## config.mk

```make
export PLATFORM = sky130hd
export DESIGN_NAME = ordered_list_table_unit
export DESIGN_NICKNAME = d
export VERILOG_FILES = /design/src/sv/olt_pkg.sv /design/src/sv/ordered_list_table_unit.sv /design/src/sv/olt_cell.sv
export SDC_FILE = /design/constraint.sdc
export NUM_CORES = 2
export LEC_CHECK = 0
export BUFFER_PORTS_ARGS = -buffer_cell sky130_fd_sc_hd__buf_4
export CAP_MARGIN = 20
export CORE_MARGIN = 2
export CORE_UTILIZATION = 57
export CTS_CLUSTER_SIZE = 8
export DETAILED_ROUTE_END_ITERATION = 10
export GPL_TIMING_DRIVEN = 0
export PLACE_DENSITY = 0.76
export SLEW_MARGIN = 10
export SYNTH_ARGS = -nofsm -noshare
export SYNTH_HDL_FRONTEND = slang
export SYNTH_SLANG_ARGS = --single-unit
```

## constraint.sdc

```tcl
create_clock -name clock -period 7.5 [get_ports clock]
set_input_delay 0.75 -clock clock [delete_from_list [all_inputs] [get_ports clock]]
set_output_delay 0.75 -clock clock [all_outputs]
set_load 0.1 [all_outputs]
```

## src/sv/olt_pkg.sv

```systemverilog
// Shared types and constants for the ordered list table unit.
// No dependencies.
`timescale 1ns / 1ps
`default_nettype none

package olt_pkg;

   localparam int KEY_W     = 32;
   localparam int PAYLOAD_W = 32;
   localparam int OP_W      = 3;
   localparam int POS_W     = 5;
   localparam int STATUS_W  = 3;
   localparam int COUNT_W   = 5;

   typedef enum logic [OP_W-1:0] {
      OP_INS_FRONT = 3'd0,
      OP_INS_BACK  = 3'd1,
      OP_INS_AT    = 3'd2,
      OP_REM_FRONT = 3'd3,
      OP_REM_BACK  = 3'd4,
      OP_REM_AT    = 3'd5,
      OP_LOOKUP    = 3'd6
   } op_type;

   typedef enum logic [STATUS_W-1:0] {
      ST_OK     = 3'd0,
      ST_FULL   = 3'd1,
      ST_EMPTY  = 3'd2,
      ST_BADPOS = 3'd3,
      ST_NOKEY  = 3'd4
   } status_type;

   typedef enum logic {
      S_IDLE   = 1'b0,
      S_SEARCH = 1'b1
   } state_type;

   // Shift command broadcast to every cell
   typedef struct packed {
      logic shift_up;
      logic shift_down;
   } shift_cmd_type;

   // Search token walking down the cell chain
   typedef struct packed {
      logic                 valid;
      logic                 hit;
      logic [PAYLOAD_W-1:0] payload;
   } token_type;

endpackage

`default_nettype wire

```

## src/sv/ordered_list_table_unit.sv

```systemverilog
// Ordered list table unit: top level, command decode, entry count, result
// register and the chain of olt_cell entries. Depends on olt_pkg, olt_cell.
//
// Holds an ordered list of up to DEPTH entries (key + payload) in a row of
// cells. Each request transaction is one operation: insert front/back/at,
// remove front/back/at, or lookup. Inserts and removes shift every cell at
// once, so their response is registered the cycle after the request is
// taken. A lookup sends a search token down the cell chain, one cell per
// cycle; its response is registered when the token leaves the last cell.
// One operation is in flight at a time; the next request is taken as soon
// as the previous response has been taken or is being taken. Full, empty
// and out-of-range positions are flagged in rsp_status and leave the table
// unchanged. rsp_entry_count is the count after the operation, low 5 bits.
// No clearing pass after reset.
`timescale 1ns / 1ps
`default_nettype none

module ordered_list_table_unit #(
   parameter int DEPTH = 16
) (
   input  wire logic                                  clock,
   input  wire logic                                  reset,
   input  wire logic                                  req_valid,
   output logic                                       req_ready,
   input  wire logic [olt_pkg::OP_W-1:0]              req_operation,
   input  wire logic [olt_pkg::POS_W-1:0]             req_position,
   input  wire logic signed [olt_pkg::KEY_W-1:0]      req_key,
   input  wire logic [olt_pkg::PAYLOAD_W-1:0]         req_payload,
   output logic                                       rsp_valid,
   input  wire logic                                  rsp_ready,
   output logic [olt_pkg::STATUS_W-1:0]               rsp_status,
   output logic [olt_pkg::PAYLOAD_W-1:0]              rsp_found_payload,
   output logic [olt_pkg::COUNT_W-1:0]                rsp_entry_count
);
   import olt_pkg::*;

   // count needs to hold DEPTH itself
   localparam int CW   = $clog2(DEPTH + 1);
   // compare width wide enough for both count and the position field
   localparam int CMPW = (CW > POS_W) ? CW : POS_W;
   localparam logic [CW-1:0] FULL_COUNT = CW'(DEPTH);

   // --- control state ---
   state_type               state_ff, state_in;
   logic [CW-1:0]           count_ff, count_in;
   logic                    start_ff, start_in;
   logic signed [KEY_W-1:0] search_key_ff, search_key_in;

   // --- response register ---
   logic                    rsp_valid_ff, rsp_valid_in;
   logic [STATUS_W-1:0]     rsp_status_ff, rsp_status_in;
   logic [PAYLOAD_W-1:0]    rsp_found_ff, rsp_found_in;
   logic [COUNT_W-1:0]      rsp_count_ff, rsp_count_in;

   // --- decode ---
   logic                    req_fire;
   logic                    full;
   logic                    empty;
   logic [CMPW-1:0]         pos_ext;
   logic [CMPW-1:0]         cnt_ext;
   logic [CMPW-1:0]         pos_minus1;
   status_type              dec_status;
   shift_cmd_type           dec_cmd;
   shift_cmd_type           cell_cmd;
   logic [CW-1:0]           dec_at;
   logic                    dec_lookup;
   logic                    search_done;

   // --- cell chain ---
   logic signed [KEY_W-1:0] cell_key     [DEPTH];
   logic [PAYLOAD_W-1:0]    cell_payload [DEPTH];
   token_type               cell_tok     [DEPTH];
   token_type               start_tok;

   assign req_fire   = req_valid && req_ready;
   assign full       = (count_ff == FULL_COUNT);
   assign empty      = (count_ff == '0);
   assign pos_ext    = CMPW'(req_position);
   assign cnt_ext    = CMPW'(count_ff);
   assign pos_minus1 = pos_ext - CMPW'(1);

   // Operation decode against the current count. Error cases leave the
   // shift command clear so the table stays untouched.
   always_comb begin
      dec_status = ST_OK;
      dec_cmd    = '0;
      dec_at     = '0;
      dec_lookup = 1'b0;
      case (op_type'(req_operation))
         OP_INS_FRONT: begin
            if (full) begin
               dec_status = ST_FULL;
            end else begin
               dec_cmd.shift_up = 1'b1;
            end
         end
         OP_INS_BACK: begin
            if (full) begin
               dec_status = ST_FULL;
            end else begin
               dec_cmd.shift_up = 1'b1;
               dec_at           = count_ff;
            end
         end
         OP_INS_AT: begin
            if (full) begin
               dec_status = ST_FULL;
            end else if (pos_ext > cnt_ext) begin
               dec_status = ST_BADPOS;
            end else begin
               dec_cmd.shift_up = 1'b1;
               dec_at           = pos_ext[CW-1:0];
            end
         end
         OP_REM_FRONT: begin
            if (empty) begin
               dec_status = ST_EMPTY;
            end else begin
               dec_cmd.shift_down = 1'b1;
            end
         end
         OP_REM_BACK: begin
            if (empty) begin
               dec_status = ST_EMPTY;
            end else begin
               dec_cmd.shift_down = 1'b1;
               dec_at             = count_ff - CW'(1);
            end
         end
         OP_REM_AT: begin
            if (empty) begin
               dec_status = ST_EMPTY;
            end else if ((pos_ext == '0) || (pos_ext > cnt_ext)) begin
               dec_status = ST_BADPOS;
            end else begin
               dec_cmd.shift_down = 1'b1;
               dec_at             = pos_minus1[CW-1:0];
            end
         end
         OP_LOOKUP: begin
            if (empty) begin
               dec_status = ST_EMPTY;
            end else begin
               dec_lookup = 1'b1;
            end
         end
         default: begin
            // unused code: no change, status ok
         end
      endcase
   end

   assign cell_cmd = req_fire ? dec_cmd : '0;

   // search completes when the token leaves the last cell
   assign search_done = (state_ff == S_SEARCH) && cell_tok[DEPTH-1].valid;

   // FSM, count and response register next state
   always_comb begin
      state_in      = state_ff;
      count_in      = count_ff;
      start_in      = 1'b0;
      search_key_in = search_key_ff;
      rsp_valid_in  = rsp_valid_ff && !rsp_ready;
      rsp_status_in = rsp_status_ff;
      rsp_found_in  = rsp_found_ff;
      rsp_count_in  = rsp_count_ff;
      req_ready     = 1'b0;
      case (state_ff)
         S_IDLE: begin
            req_ready = !rsp_valid_ff || rsp_ready;
            if (req_valid && req_ready) begin
               if (dec_lookup) begin
                  state_in      = S_SEARCH;
                  start_in      = 1'b1;
                  search_key_in = req_key;
               end else begin
                  if (dec_cmd.shift_up) begin
                     count_in = count_ff + CW'(1);
                  end else if (dec_cmd.shift_down) begin
                     count_in = count_ff - CW'(1);
                  end
                  rsp_valid_in  = 1'b1;
                  rsp_status_in = dec_status;
                  rsp_found_in  = '0;
                  rsp_count_in  = COUNT_W'(count_in);
               end
            end
         end
         S_SEARCH: begin
            if (search_done) begin
               state_in      = S_IDLE;
               rsp_valid_in  = 1'b1;
               rsp_status_in = cell_tok[DEPTH-1].hit ? ST_OK : ST_NOKEY;
               rsp_found_in  = cell_tok[DEPTH-1].hit ? cell_tok[DEPTH-1].payload : '0;
               rsp_count_in  = COUNT_W'(count_ff);
            end
         end
         default: begin
            state_in = S_IDLE;
         end
      endcase
   end

   always_ff @(posedge clock) begin
      if (reset) begin
         state_ff     <= S_IDLE;
         count_ff     <= '0;
         start_ff     <= 1'b0;
         rsp_valid_ff <= 1'b0;
      end else begin
         state_ff     <= state_in;
         count_ff     <= count_in;
         start_ff     <= start_in;
         rsp_valid_ff <= rsp_valid_in;
      end
   end

   always_ff @(posedge clock) begin
      search_key_ff <= search_key_in;
      rsp_status_ff <= rsp_status_in;
      rsp_found_ff  <= rsp_found_in;
      rsp_count_ff  <= rsp_count_in;
   end

   // token injected into cell 0 the cycle after the lookup is taken
   assign start_tok = '{valid: start_ff, hit: 1'b0, payload: '0};

   // Cell chain: cell g reads its left (g-1) and right (g+1) neighbors.
   // The first cell has no left neighbor and the last none on the right;
   // those inputs only feed slots that are beyond the count.
   for (genvar g = 0; g < DEPTH; g++) begin : g_cell
      logic signed [KEY_W-1:0] lkey, rkey;
      logic [PAYLOAD_W-1:0]    lpay, rpay;
      token_type               tprev;

      if (g == 0) begin : g_first
         assign lkey  = '0;
         assign lpay  = '0;
         assign tprev = start_tok;
      end else begin : g_mid
         assign lkey  = cell_key[g-1];
         assign lpay  = cell_payload[g-1];
         assign tprev = cell_tok[g-1];
      end

      if (g == DEPTH - 1) begin : g_last
         assign rkey = '0;
         assign rpay = '0;
      end else begin : g_inner
         assign rkey = cell_key[g+1];
         assign rpay = cell_payload[g+1];
      end

      olt_cell #(
         .INDEX (g),
         .CW    (CW)
      ) u_cell (
         .clock         (clock),
         .reset         (reset),
         .cmd           (cell_cmd),
         .at            (dec_at),
         .new_key       (req_key),
         .new_payload   (req_payload),
         .left_key      (lkey),
         .left_payload  (lpay),
         .right_key     (rkey),
         .right_payload (rpay),
         .count         (count_ff),
         .search_key    (search_key_ff),
         .tok_prev      (tprev),
         .key           (cell_key[g]),
         .payload       (cell_payload[g]),
         .tok           (cell_tok[g])
      );
   end

   assign rsp_valid         = rsp_valid_ff;
   assign rsp_status        = rsp_status_ff;
   assign rsp_found_payload = rsp_found_ff;
   assign rsp_entry_count   = rsp_count_ff;

endmodule

`default_nettype wire

```

## src/sv/olt_cell.sv

```systemverilog
// One entry cell of the ordered list table: key/payload storage, shift
// muxing and one stage of the lookup token chain. Depends on olt_pkg.
`timescale 1ns / 1ps
`default_nettype none

module olt_cell #(
   parameter int INDEX = 0,
   parameter int CW    = 5
) (
   input  wire logic                                 clock,
   input  wire logic                                 reset,
   input  wire olt_pkg::shift_cmd_type               cmd,
   input  wire logic [CW-1:0]                        at,
   input  wire logic signed [olt_pkg::KEY_W-1:0]     new_key,
   input  wire logic [olt_pkg::PAYLOAD_W-1:0]        new_payload,
   input  wire logic signed [olt_pkg::KEY_W-1:0]     left_key,
   input  wire logic [olt_pkg::PAYLOAD_W-1:0]        left_payload,
   input  wire logic signed [olt_pkg::KEY_W-1:0]     right_key,
   input  wire logic [olt_pkg::PAYLOAD_W-1:0]        right_payload,
   input  wire logic [CW-1:0]                        count,
   input  wire logic signed [olt_pkg::KEY_W-1:0]     search_key,
   input  wire olt_pkg::token_type                   tok_prev,
   output logic signed [olt_pkg::KEY_W-1:0]          key,
   output logic [olt_pkg::PAYLOAD_W-1:0]             payload,
   output olt_pkg::token_type                        tok
);
   import olt_pkg::*;

   localparam logic [CW-1:0] MY_IDX = CW'(INDEX);

   logic signed [KEY_W-1:0] key_ff, key_in;
   logic [PAYLOAD_W-1:0]    payload_ff, payload_in;
   token_type               tok_ff, tok_in;

   always_comb begin
      key_in     = key_ff;
      payload_in = payload_ff;
      if (cmd.shift_up) begin
         if (MY_IDX == at) begin
            key_in     = new_key;
            payload_in = new_payload;
         end else if (MY_IDX > at) begin
            key_in     = left_key;
            payload_in = left_payload;
         end
      end else if (cmd.shift_down) begin
         if (MY_IDX >= at) begin
            key_in     = right_key;
            payload_in = right_payload;
         end
      end
   end

   // later match overrides earlier one: last matching entry wins
   always_comb begin
      tok_in = tok_prev;
      if (tok_prev.valid && (count > MY_IDX) && (key_ff == search_key)) begin
         tok_in.hit     = 1'b1;
         tok_in.payload = payload_ff;
      end
   end

   always_ff @(posedge clock) begin
      key_ff     <= key_in;
      payload_ff <= payload_in;
   end

   always_ff @(posedge clock) begin
      if (reset) begin
         tok_ff <= '0;
      end else begin
         tok_ff <= tok_in;
      end
   end

   assign key     = key_ff;
   assign payload = payload_ff;
   assign tok     = tok_ff;

endmodule

`default_nettype wire

```

After elaboration in Yosys (flattened, before gate mapping)
Index checks and enable logic that the tools add are counted.
{"block": "word_totals", "register_bits": 1648, "inputBits": 76, "out_inout_bits": 42}
{"block": "classes", "add_sub_neg": 3, "n_lt_le_gt_ge": 49, "eq_ne": 57, "mux": 222, "bitwise": 3, "reduce_logical": 85}
{"op": "two-way mux 32 bit", "n": 161}
{"op": "two-way mux 33 bit", "n": 16}
{"op": "== test 32 bit", "n": 16}
{"op": "one-hot mux 32 bit (2 select lines)", "n": 1}
{"op": "AND reduction 3 bit", "n": 19}
{"op": "two-way mux 5 bit", "n": 11}
{"op": "!= test 3 x 1 -> 1 bit (second input constant)", "n": 16}
{"op": "== test 4 x 5 -> 1 bit (first input constant)", "n": 8}
{"op": "greater-or-equal comparator 4 x 5 -> 1 bit (first input constant)", "n": 8}
{"op": "> comparator 4 x 5 -> 1 bit (first input constant)", "n": 8}
{"op": "> comparator 5 x 4 -> 1 bit (second input constant)", "n": 8}
{"op": "logical AND 1 bit", "n": 36}
{"op": "nonzero test 2 bit", "n": 17}
{"op": "== test 3 x 5 -> 1 bit (first input constant)", "n": 4}
{"op": "greater-or-equal comparator 3 x 5 -> 1 bit (first input constant)", "n": 4}
{"op": "> comparator 3 x 5 -> 1 bit (first input constant)", "n": 4}
{"op": "> comparator 5 x 3 -> 1 bit (second input constant)", "n": 4}
{"op": "one-hot mux 5 bit (4 select lines)", "n": 1}
{"op": "zero test 5 bit", "n": 3}
{"op": "two-way mux 1 bit", "n": 15}
{"op": "two-way mux 2 bit", "n": 6}
{"op": "two-way mux 3 bit", "n": 4}
{"op": "== test 2 x 5 -> 1 bit (first input constant)", "n": 2}
{"op": "greater-or-equal comparator 1 x 5 -> 1 bit (first input constant)", "n": 2}
{"op": "25 further kinds", "n": 45}

Depth between registers and ports, before layout
{"block": "logic_depth", "ltp_word": 10, "mapped_depth": 14, "depth_no_buf": 9}

Hierarchy
Synthesis repeated with hierarchy kept, for this count alone.
{"block": "hier_totals", "hier_cells": 7783, "area_unflattened_um2": 85100.4}
{"module": "olt_cell at g_cell[2].u_cell", "instances": 1, "cells_each": 468, "area_per_inst_um2": 5121.2, "seq_area_each_um2": 2602.5}
{"module": "olt_cell at g_cell[12].u_cell", "instances": 1, "cells_each": 470, "area_per_inst_um2": 5117.4, "seq_area_each_um2": 2602.5}
{"module": "olt_cell at g_cell[6].u_cell", "instances": 1, "cells_each": 468, "area_per_inst_um2": 5116.2, "seq_area_each_um2": 2602.5}
{"module": "olt_cell at g_cell[9].u_cell", "instances": 1, "cells_each": 469, "area_per_inst_um2": 5114.9, "seq_area_each_um2": 2602.5}
{"module": "olt_cell at g_cell[10].u_cell", "instances": 1, "cells_each": 470, "area_per_inst_um2": 5109.9, "seq_area_each_um2": 2602.5}
{"module": "olt_cell at g_cell[0].u_cell", "instances": 1, "cells_each": 473, "area_per_inst_um2": 5107.4, "seq_area_each_um2": 2602.5}
{"module": "olt_cell at g_cell[11].u_cell", "instances": 1, "cells_each": 471, "area_per_inst_um2": 5101.1, "seq_area_each_um2": 2602.5}
{"module": "olt_cell at g_cell[8].u_cell", "instances": 1, "cells_each": 469, "area_per_inst_um2": 5099.9, "seq_area_each_um2": 2602.5}
{"module": "olt_cell at g_cell[3].u_cell", "instances": 1, "cells_each": 471, "area_per_inst_um2": 5097.4, "seq_area_each_um2": 2602.5}
{"module": "olt_cell at g_cell[14].u_cell", "instances": 1, "cells_each": 468, "area_per_inst_um2": 5094.9, "seq_area_each_um2": 2602.5}
{"module": "olt_cell at g_cell[4].u_cell", "instances": 1, "cells_each": 470, "area_per_inst_um2": 5094.9, "seq_area_each_um2": 2602.5}
{"module": "olt_cell at g_cell[13].u_cell", "instances": 1, "cells_each": 468, "area_per_inst_um2": 5089.9, "seq_area_each_um2": 2602.5}
{"module": "olt_cell at g_cell[5].u_cell", "instances": 1, "cells_each": 469, "area_per_inst_um2": 5082.4, "seq_area_each_um2": 2602.5}
{"module": "olt_cell at g_cell[15].u_cell", "instances": 1, "cells_each": 467, "area_per_inst_um2": 5077.4, "seq_area_each_um2": 2602.5}
{"module": "+3 rows"}

Worst setup path before layout
Ideal clock, no wire load.
{"block": "synth_path", "kind": "in2reg", "from": "in rsp_ready", "to": "reg g_cell[2].u_cell.key_ff[0], enable pin", "t_arrival_ns": 8.084, "required_ns": 6.935, "path_slack_ns": -1.149, "path_stages": 10, "n_path_buf": 3, "cell_sequence": "nand2b_1 -> nor2b_1 -> and2_1 -> clkbuf_1 -> nand2_1 -> nor2_1 -> buf_2 -> buf_1 -> a21oi_1 -> nor3_1"}
{"block": "synth_between", "elab_chain_cells": 6, "elab_cells_between_ends": 8}
{"element": "start: declaration", "line_no": "ordered_list_table_unit.sv:30", "rtl": "input wire logic rsp_ready,"}
{"element": "logical OR 1 bit *", "line_no": "ordered_list_table_unit.sv:171", "rtl": "req_ready = !rsp_valid_ff || rsp_ready;"}
{"element": "two-way mux 1 bit *", "line_no": "ordered_list_table_unit.sv:169", "rtl": "case (state_ff)"}
{"element": "named net req_ready", "line_no": "ordered_list_table_unit.sv:24", "rtl": "output logic req_ready,"}
{"element": "logical AND 1 bit *", "line_no": "ordered_list_table_unit.sv:75", "rtl": "assign req_fire = req_valid && req_ready;"}
{"element": "two-way mux 2 bit *", "line_no": "ordered_list_table_unit.sv:153", "rtl": "assign cell_cmd = req_fire ? dec_cmd : '0;"}
{"element": "!= test 3 x 1 -> 1 bit (no line) or nonzero test 2 bit (tied branches)"}
{"element": "AND reduction 3 bit (no line) *"}
{"element": "end signal: assignment", "line_no": "olt_cell.sv:64", "rtl": "key_ff <= key_in;"}
{"element": "end: declaration", "line_no": "olt_cell.sv:31", "rtl": "logic signed [KEY_W-1:0] key_ff, key_in;"}
Mark *: on every way through the listed nets, which the timed path passes. The rest lies on a longest branch.
A chain may end at the register's enable or synchronous reset.

Worst setup path after layout
{"block": "layout_path", "from": "reg count_ff[0], in the netlist cnt_ext[0]", "to": "reg g_cell[2].u_cell.key_ff[9], enable pin"}
{"block": "layout_between", "elab_chain_cells": 8, "elab_cells_between_ends": 28}
{"element": "start: declaration", "line_no": "ordered_list_table_unit.sv:45", "rtl": "logic [CW-1:0] count_ff, count_in;"}
{"element": "start signal: assignment", "line_no": "ordered_list_table_unit.sv:213", "rtl": "count_ff <= count_in;"}
{"element": "> comparator 5 bit", "line_no": "ordered_list_table_unit.sv:108, ordered_list_table_unit.sv:133"}
{"element": "logical OR 1 bit", "line_no": "ordered_list_table_unit.sv:133", "rtl": "end else if ((pos_ext == '0) || (pos_ext > cnt_ext)) begin"}
{"element": "two-way mux 5 bit or two-way mux 1 bit (tied branches)", "line_no": "ordered_list_table_unit.sv:133"}
{"element": "two-way mux 5 bit or two-way mux 1 bit (tied branches)", "line_no": "ordered_list_table_unit.sv:131", "rtl": "if (empty) begin"}
{"element": "one-hot mux 5 bit (4 select lines) or one-hot mux 1 bit (2 select lines) (tied branches)", "line_no": "ordered_list_table_unit.sv:89", "rtl": "case (op_type'(req_operation))"}
{"element": "> comparator 2 x 5 -> 1 bit (tied with other cells)", "line_no": "olt_cell.sv:42", "rtl": "end else if (MY_IDX > at) begin"}
{"element": "!= test 3 x 1 -> 1 bit (no line) or nonzero test 2 bit (tied branches)"}
{"element": "AND reduction 3 bit (no line) *"}
Every way passes the cells marked *; elsewhere a longest branch is shown, timed or not.

==> results.yml <==
outcome:
  status: "complete, but fails checks"
  violations: "design-rule violations"
critical_path:
  r2r_start: "cnt_ext[0]"
  required_ns: 8.06
  cp-endpoint: "g_cell[2].u_cell.key[9]"
  crit_start: "cnt_ext[0]"
  crit_fanout: 18
  cp.arrival_ns: 7.50
  path_class: "reg2reg"
  reg2reg_depth: 13
  endpoint_kind: "flop"
  r2r_slack_ns: 0.56
  startpoint_type: "flop"
  rr_endpoint: "g_cell[2].u_cell.key[9]"
synthesis:
  async_reset_ff_share_pct: 0
  yosysTopAreaCell: "edfxtp_1"
  yosys_warnings: 0
  synthFlopType: "edfxtp_1"
  synth_edf_count: 1096
  syn_nets: 7976
  synth_top_cell_area_share_pct: 40.8
  synth_cells: 7889
  avgSynthCellArea_um2: 10.2
  ys_types: 71
  synthTopCellsByCount: "edfxtp_1 (1096), nor2_1 (1004), o21ai_0 (701)"
  yosys-top-cells-area: "edfxtp_1 (41%), dfxtp_1 (14%), mux2i_1 (6.0%)"
  synth_area_mm2: 0.0807
  synth_seq_area_share_pct: 54.5
  ys_seq_elements: 1648
  yosysMostFrequentCell: "edfxtp_1"
final_layout:
  layout-drive-gt1-share_pct: 8.16
  fillers: 11200
  fin_nets: 8379
  area_delta_synth_final_pct: 13.7
pwr:
  total_power_w: 0.0235
  p_per_area_mw_per_mm2: 256
  worst_ir_drop_vdd_mv: 0.260
  leakage_nw: 33.0
floorplanning:
  die_y_um: 380
  initial_utilization_pct: 57.2
  core.rowCount: 138
  pin_count: 118
  dieArea_mm2: 0.145
  die_w_um: 380
  core_area_mm2: 0.141
clock_network:
  cts_buffer_depth: 3
  path_clk_slew_ns: 0.06
  htreeDepth: 4
  cts_tree: "built"
  cts_setup_buffers: 0
  clkSinkCount: 1648
  cts_hold_buf: 0
  cts_made_buffers: 224
  cts_resized: 0
  clock_latency_ns: 0.90
  clockRootBuffer: "clkbuf_16"
drt:
  routed_wl_mm: 350
  drtPass1Iterations: 11
  ant_nets: 0
  drt-wirelength-per-cell_um: 33.7
  viasPerCell: 6.94
  first_iter_violations: 13600
  vias: 72000
  drc: 1
timing:
  period_needed_ns: 6.94
  tightest_slew_ns: 1.38
  maxSlewViolCount: 0
  setup_slack_ns: 0.560
  period_share_pct: 92.5
  finalHoldViolCount: 0
  grt_setup_unrepaired: "false"
  fin_worst_skew_ns: 0.0881
  setup_viol: 0
  fmax_mhz: 144
  max-slew-margin-rel_pct: 8.30
grt:
  grt-ovfl-total: 0
  grt_use_total_pct: 46.7
  antenna_found_initial: 20
  grt_max_degree: 39
  grt_first_pass_wirelength_mm: 483
  grt_pass1_vias: 68500
flow_run:
  max_cap_violations: 0
min_path:
  worstHoldStart: "rsp_ready"
  hold_class: "in2reg"
place:
  hpwlAfterDp_mm: 277
  pre_cts_slack_ns: 1.19
  io_buffers: 115
  gp_routability_congestion: 1.12
## where the power goes
group          switching [W]  internal [W]
Combinational        0.00224      0.000783
Sequential          0.000433        0.0103
Clock                0.00416       0.00561
Total                0.00683        0.0167
## worst max-delay path, stage by stage (launching register included)
cell and delay (ns):
dfxtp_1 0.82, inv_1 0.26, ha_1 0.36, nor3b_1 0.19
and2_1 0.21, nor2_1 0.44, nand2_1 0.46, nor2_1 0.87
buf_2 0.49, buf_1 0.73, a21oi_1 0.50, nor3_4 0.79
buf_16 0.24, buf_8 0.20
## sequential cells by signal, summed over array words and instances (netlist names)
| name | count |
|---|---|
| g_cell.u_cell.key | 512 |
| state_ff | 1 |
| g_cell.u_cell.payload | 512 |
| start_ff | 1 |
| rsp_valid | 1 |
| cnt_ext | 5 |
| rsp_status | 3 |
| rsp_found_payload | 32 |
| g_cell.u_cell.tok | 544 |
| search_key_ff | 32 |
| rsp_entry_count | 5 |
## worst min path at each step
stage,endpoint,slack (ns),cells after the start
after floorplan,g_cell[10].u_cell.tok[32],0.41,2
after global placement,g_cell[13].u_cell.tok[32],0.42,2
after detailed placement,g_cell[15].u_cell.tok[32],0.42,2
after CTS,rsp_valid,0.15,3
after global routing,search_key_ff[31],0.22,1
final,rsp_valid,0.18,3
## cell families after synthesis
kind of cell	count (synthesis)	synth area share, %
XOR/XNOR	515	5.59
AND/OR/NAND/NOR	1914	10.5
adder cells (fa/ha/maj)	11	0.171
multiplexers	482	5.98
buffers and inverters	859	4.49
AO/OA/AOI/OAI	2460	18.8
flip-flops	1648	54.5
## cell type report
class | instances | area, µm² | share of cell area [%]
sequential | 1648 | 44000 | 47.9
multi-input combinational | 5382 | 33300 | 36.2
clock buffer | 395 | 6260 | 6.82
buffer | 835 | 3540 | 3.86
tap | 1890 | 2360 | 2.58
timing repair buffer | 177 | 1830 | 1.99
clock inverter | 15 | 398 | 0.434
inverter | 24 | 92.6 | 0.101
antenna | 19 | 47.5 | 0.0518
## metrics by stage
step | util, % | area (µm²) | hold WS, ns | instances | setup TNS (ns)
after floorplan | - | 80700 | 0.411 | 7889 | -103.23
after global placement | 59.5 | 83900 | 0.424 | 9894 | -1362.91
after global routing | 65.0 | 91700 | 0.223 | 10400 | 0
after detailed placement | 60.2 | 84900 | 0.424 | 9945 | 0
final | 65.0 | 91700 | 0.179 | 10400 | 0
after CTS | 64.9 | 91600 | 0.153 | 10400 | 0
## placed cells by master (no fill, tap or decap), types with 64 or more instances in the layout
cell / count
o21ai_0: 701
a31oi_1: 482
buf_4: 151
nand2_1: 405
a221o_1: 96
nor4_1: 90
dfxtp_1: 552
mux2i_1: 482
buf_2: 176
xor2_1: 357
a21oi_1: 568
xnor2_1: 158
nand3_1: 104
clkbuf_16: 224
a22o_1: 64
edfxtp_1: 1096
clkbuf_1: 754
and3_1: 130
a32oi_1: 194
nor2_1: 999
o211ai_1: 258
## routing by layer
layer | part of all wire [%] | GRT usage (%)
met3 | 16 | 16.1
met2 | 42 | 68.0
met4 | 5.9 | 24.3
met1 | 36 | 61.6
met5 | 0.11 | 0.562
Note: power is estimated with default switching activity, not from simulation.
